File: src/hdl/rci_pkg.sv
// ----------------------------------------------------------------------------
// rci_pkg
// Shared types and constants for the ray / infinite cylinder intersect block.
// ----------------------------------------------------------------------------
`default_nettype none

package rci_pkg;

  localparam int CfgAddrW = 3;
  localparam int CfgDataW = 32;

  typedef enum logic [CfgAddrW-1:0] {
    REG_BASE_X,
    REG_BASE_Y,
    REG_BASE_Z,
    REG_AXIS_X,
    REG_AXIS_Y,
    REG_AXIS_Z,
    REG_RADIUS,
    REG_NEAR_LIMIT
  } rci_reg_t;

  // coefficient saturation limit, 2^62
  localparam logic signed [63:0] SatLim = 64'sh4000_0000_0000_0000;

  typedef struct packed {
    logic signed [31:0] base_x;
    logic signed [31:0] base_y;
    logic signed [31:0] base_z;
    logic signed [17:0] axis_x;
    logic signed [17:0] axis_y;
    logic signed [17:0] axis_z;
    logic [30:0]        radius;
    logic [30:0]        near_limit;
  } rci_cfg_t;

  // one classified ray waiting for the root stage
  typedef struct packed {
    logic [126:0]       disc;
    logic signed [63:0] a;
    logic signed [63:0] nb;
    logic [30:0]        best;
    logic               miss;
  } rci_entry_t;

  typedef struct packed {
    logic full;
    logic empty;
  } rci_qstat_t;

endpackage

`default_nettype wire

File: src/hdl/rci_fifo.sv
// ----------------------------------------------------------------------------
// rci_fifo
// Short word queue between the front and back pipelines.
// ----------------------------------------------------------------------------
`default_nettype none

module rci_fifo import rci_pkg::*; #(
  parameter int DEPTH = 4
) (
  input  logic       clk,
  input  logic       rst_n,
  input  logic       push,
  input  rci_entry_t wdata,
  input  logic       pop,
  output rci_entry_t rdata,
  output rci_qstat_t stat
);

  localparam int PW = $clog2(DEPTH);
  localparam int CW = $clog2(DEPTH + 1);

  rci_entry_t    mem_r [0:DEPTH-1];
  logic [PW-1:0] wptr_r, rptr_r;
  logic [CW-1:0] cnt_r;

  always_ff @(posedge clk) begin
    if (push) mem_r[wptr_r] <= wdata;
  end

  // pointers wrap at DEPTH, so any depth of two or more works
  always_ff @(posedge clk) begin
    if (!rst_n) begin
      wptr_r <= '0;
      rptr_r <= '0;
      cnt_r  <= '0;
    end else begin
      if (push) wptr_r <= (wptr_r == PW'(DEPTH - 1)) ? '0 : wptr_r + 1'b1;
      if (pop)  rptr_r <= (rptr_r == PW'(DEPTH - 1)) ? '0 : rptr_r + 1'b1;
      case ({push, pop})
        2'b10:   cnt_r <= cnt_r + 1'b1;
        2'b01:   cnt_r <= cnt_r - 1'b1;
        default: cnt_r <= cnt_r;
      endcase
    end
  end

  assign rdata      = mem_r[rptr_r];
  assign stat.full  = (cnt_r == CW'(DEPTH));
  assign stat.empty = (cnt_r == '0);

endmodule

`default_nettype wire

File: config.mk
export PLATFORM = sky130hd
export DESIGN_NAME = rci_fifo
export DESIGN_NICKNAME = d
export VERILOG_FILES = /design/src/hdl/rci_pkg.sv /design/src/hdl/rci_fifo.sv
export SDC_FILE = /design/constraint.sdc
export NUM_CORES = 1
export LEC_CHECK = 0
export BUFFER_PORTS_ARGS = -buffer_cell sky130_fd_sc_hd__buf_2
export CORE_UTILIZATION = 55
export DETAILED_ROUTE_END_ITERATION = 10
export MAX_ROUTING_LAYER = met4
export PLACE_DENSITY = 0.77
export RECOVER_POWER = 100
export SLEW_MARGIN = 5
export SYNTH_ARGS = -nofsm -noshare
export SYNTH_HDL_FRONTEND = slang
export SYNTH_SLANG_ARGS = --single-unit
export TNS_END_PERCENT = 50
File: constraint.sdc
create_clock -name clk -period 17.3 [get_ports clk]
set_clock_uncertainty 0.2 [all_clocks]
set_input_delay 3.46 -clock clk [delete_from_list [all_inputs] [get_ports clk]]
set_output_delay 3.46 -clock clk [all_outputs]
set_load 0.02 [all_outputs]
==> results.ini <==
[final_layout]
fin_util_pct=64.8
final_nets=2492
areaGrowthSynthToFinish_pct=15.9
final_layout_size_suffix_gt1_share_pct=19.8

[yosys]
yosysMostFrequentCell=edfxtp_1
synth_adder_area_share_pct=0.227
synth_fp_nets=1844
yosysWarnings=0
synth_top_family_by_area=multiplexers
synth.area.mux_share_pct=15.5
netlist_area_um2=41900
synthCells=1546
ys_ff_latch=1157
netlist_top_cells_count=edfxtp_1, mux4_2, buf_2
synth_compound_area_share_pct=0.0717
synth_area_leaders=edfxtp_1, mux4_2, buf_6
ys_dominant_reg_cell=edfxtp_1
syn_avg_cell_area_um2=27.1
synth_simple_gate_area_share_pct=0.236
synth_cell_types=23
ys_seq_area_share_pct=82.7
synth-edff-count=1148
synth_largest_area_cell=edfxtp_1
synthXorXnorAreaFrac_pct=0.0418
synth_top_area_share_pct=82.3
synthArstFlopShare_pct=0

[clocking]
ctsResizeCount=0
h-tree-depth=3
post-cts-setup-buffers=0
cts_root_buf=clkbuf_16
clock-sinks=1157
ctsHoldBuffers=0
cts_buffers=110
cts_tree=yes
clk_pin_slew_worst_paths_ns=0.06
cts_buffer_depth=3
clock_latency_ns=0.65

[hold_path]
hold_class=flop to flop

[global_route]
first_global_vias=20000
grt_max_degree=150
antenna_found_initial=25
grt_pass1_wl_mm=126
grt_util_met3_pct=6.29
busiest_layer=met2
grt_use_met2_pct=37.6
met1_usage_pct=26.0
track_usage_pct=22.8
grt-ovfl-total=0

[outcome]
violations=max-capacitance violations, max-slew violations
status=complete, but fails checks

[place]
pre_cts_slack_ns=9.80
routabilityCongestion=0.818
place_hpwl_mm=52.3
portBuffers=579

[timing]
finalCritPeriodShare_pct=70.0
hold_viol_final=0
fin_crit_ns=12.10
tightest_slew_ns=5.10
drv_slew=973
rsz0062_at_grt=false
setup-violations-final=0
final.setup.worst_slack_ns=5.20
fmax_ghz=0.0826
slew_headroom_pct=-240
fin_tns_setup_ns=0

[power_and_ir_drop]
pwr_density_cell_nw_per_um2=125
peakVddDrop_mv=0.0982
p_leak_nw=14.8

[floorplanning]
die_y_um=278
core_um2=74900
die_area_um2=77300
initial_core_util_pct=55.9
die_x_um=278
core.rowCount=100
pin_count=580

[critical_path]
critPathArrivalTime_ns=12.02
cp-start-kind=primary input
critPathMaxFanout=72
path_class=primary input to flop
end_kind=flop
worstPathRequired_ns=17.22

[route]
routed_wl_mm=86.0
ant_nets=0
routedWlPerCell_um=26.3
drc=0
first_pass_iters=7
vias_per_cell=5.81
vias=19000
drt_iter0_drc=1377

[flow_run]
cap_viol_max_count=17

## state kept, by name, indices dropped and copies added, names as in the netlist, named ones only
signal / flops
mem_r: 1148
cnt_r: 3
wptr_r: 2
rptr_r: 2
## area by class of cell
class                   count  area, um^2
diodes                     28        70.1
clock buffers             139        2900
clock inverters            57         614
fillers                  4937       26400
inverters                   6        22.5
multi-input cells         319        6730
flip-flops and latches   1157       34700
well taps                 969        1210
repair buffers            600        2330
## cells by family (layout without fill, tap and decap cells)
| group | after synthesis | count (layout) |
|---|---|---|
| compound gates | 5 | 5 |
| flops | 1157 | 1157 |
| other cells | 0 | 28 |
| simple gates | 16 | 16 |
| xor+xnor | 2 | 2 |
| fa+ha+maj | 7 | 7 |
| buf+inv | 70 | 802 |
| mux | 289 | 289 |
## report_power, final
group / internal (mW) / total (mW) / switching (mW)
Sequential: 3.21 / 3.24 / 0.0327
Combinational: 0.181 / 0.528 / 0.347
Clock: 1.34 / 2.32 / 0.982
## critical path: stages
cell,delay (ns)
clkbuf_1,0.22
and2_0,2.76
clkbuf_1,2.11
clkbuf_1,3.33
## placed cells by master, fill, tap and decap left out, types with 4 or more instances in the layout
cell type,Yosys,layout
edfxtp_1,1148,1148
clkbuf_1,7,611
mux4_2,287,287
clkbuf_16,0,111
diode_2,0,28
clkinv_1,0,22
clkinv_2,0,17
bufinv_16,0,10
dfxtp_1,9,8
inv_1,6,6
and2_0,0,6
ha_1,6,6
buf_2,30,6
buf_4,0,6
nor2b_1,4,4
## worst paths after layout
kind                                       to  depth (start not counted)  startpoint  slack [ns]
worst min register to register       cnt_r[2]                          2    cnt_r[2]        0.33
worst max-delay path            mem_r[3][192]                          4        push        5.20
worst max register to register  mem_r[3][192]                          4   wptr_r[0]        7.65
worst min-delay path                 cnt_r[2]                          2    cnt_r[2]        0.33
## metal layers
layer,vias to the layer above,routed length [um]
li1,8067,-
met1,10000,30600
met2,740,45500
met3,195,6490
met4,0,3380
met5,-,0
## metrics by stage
stage / power [mW] / cell area, um^2 / std cells / hold slack (ns)
floorplan: 3.66 / 41900 / 1546 / 0.273
global placement: 3.84 / 45700 / 3051 / 0.284
detailed placement: 3.86 / 45700 / 3051 / 0.321
CTS: 6.17 / 49200 / 3247 / 0.330
global route: 6.27 / 48500 / 3272 / 0.383
finish: 6.09 / 48500 / 3275 / 0.333
Note: power is estimated with default switching activity, not from simulation.
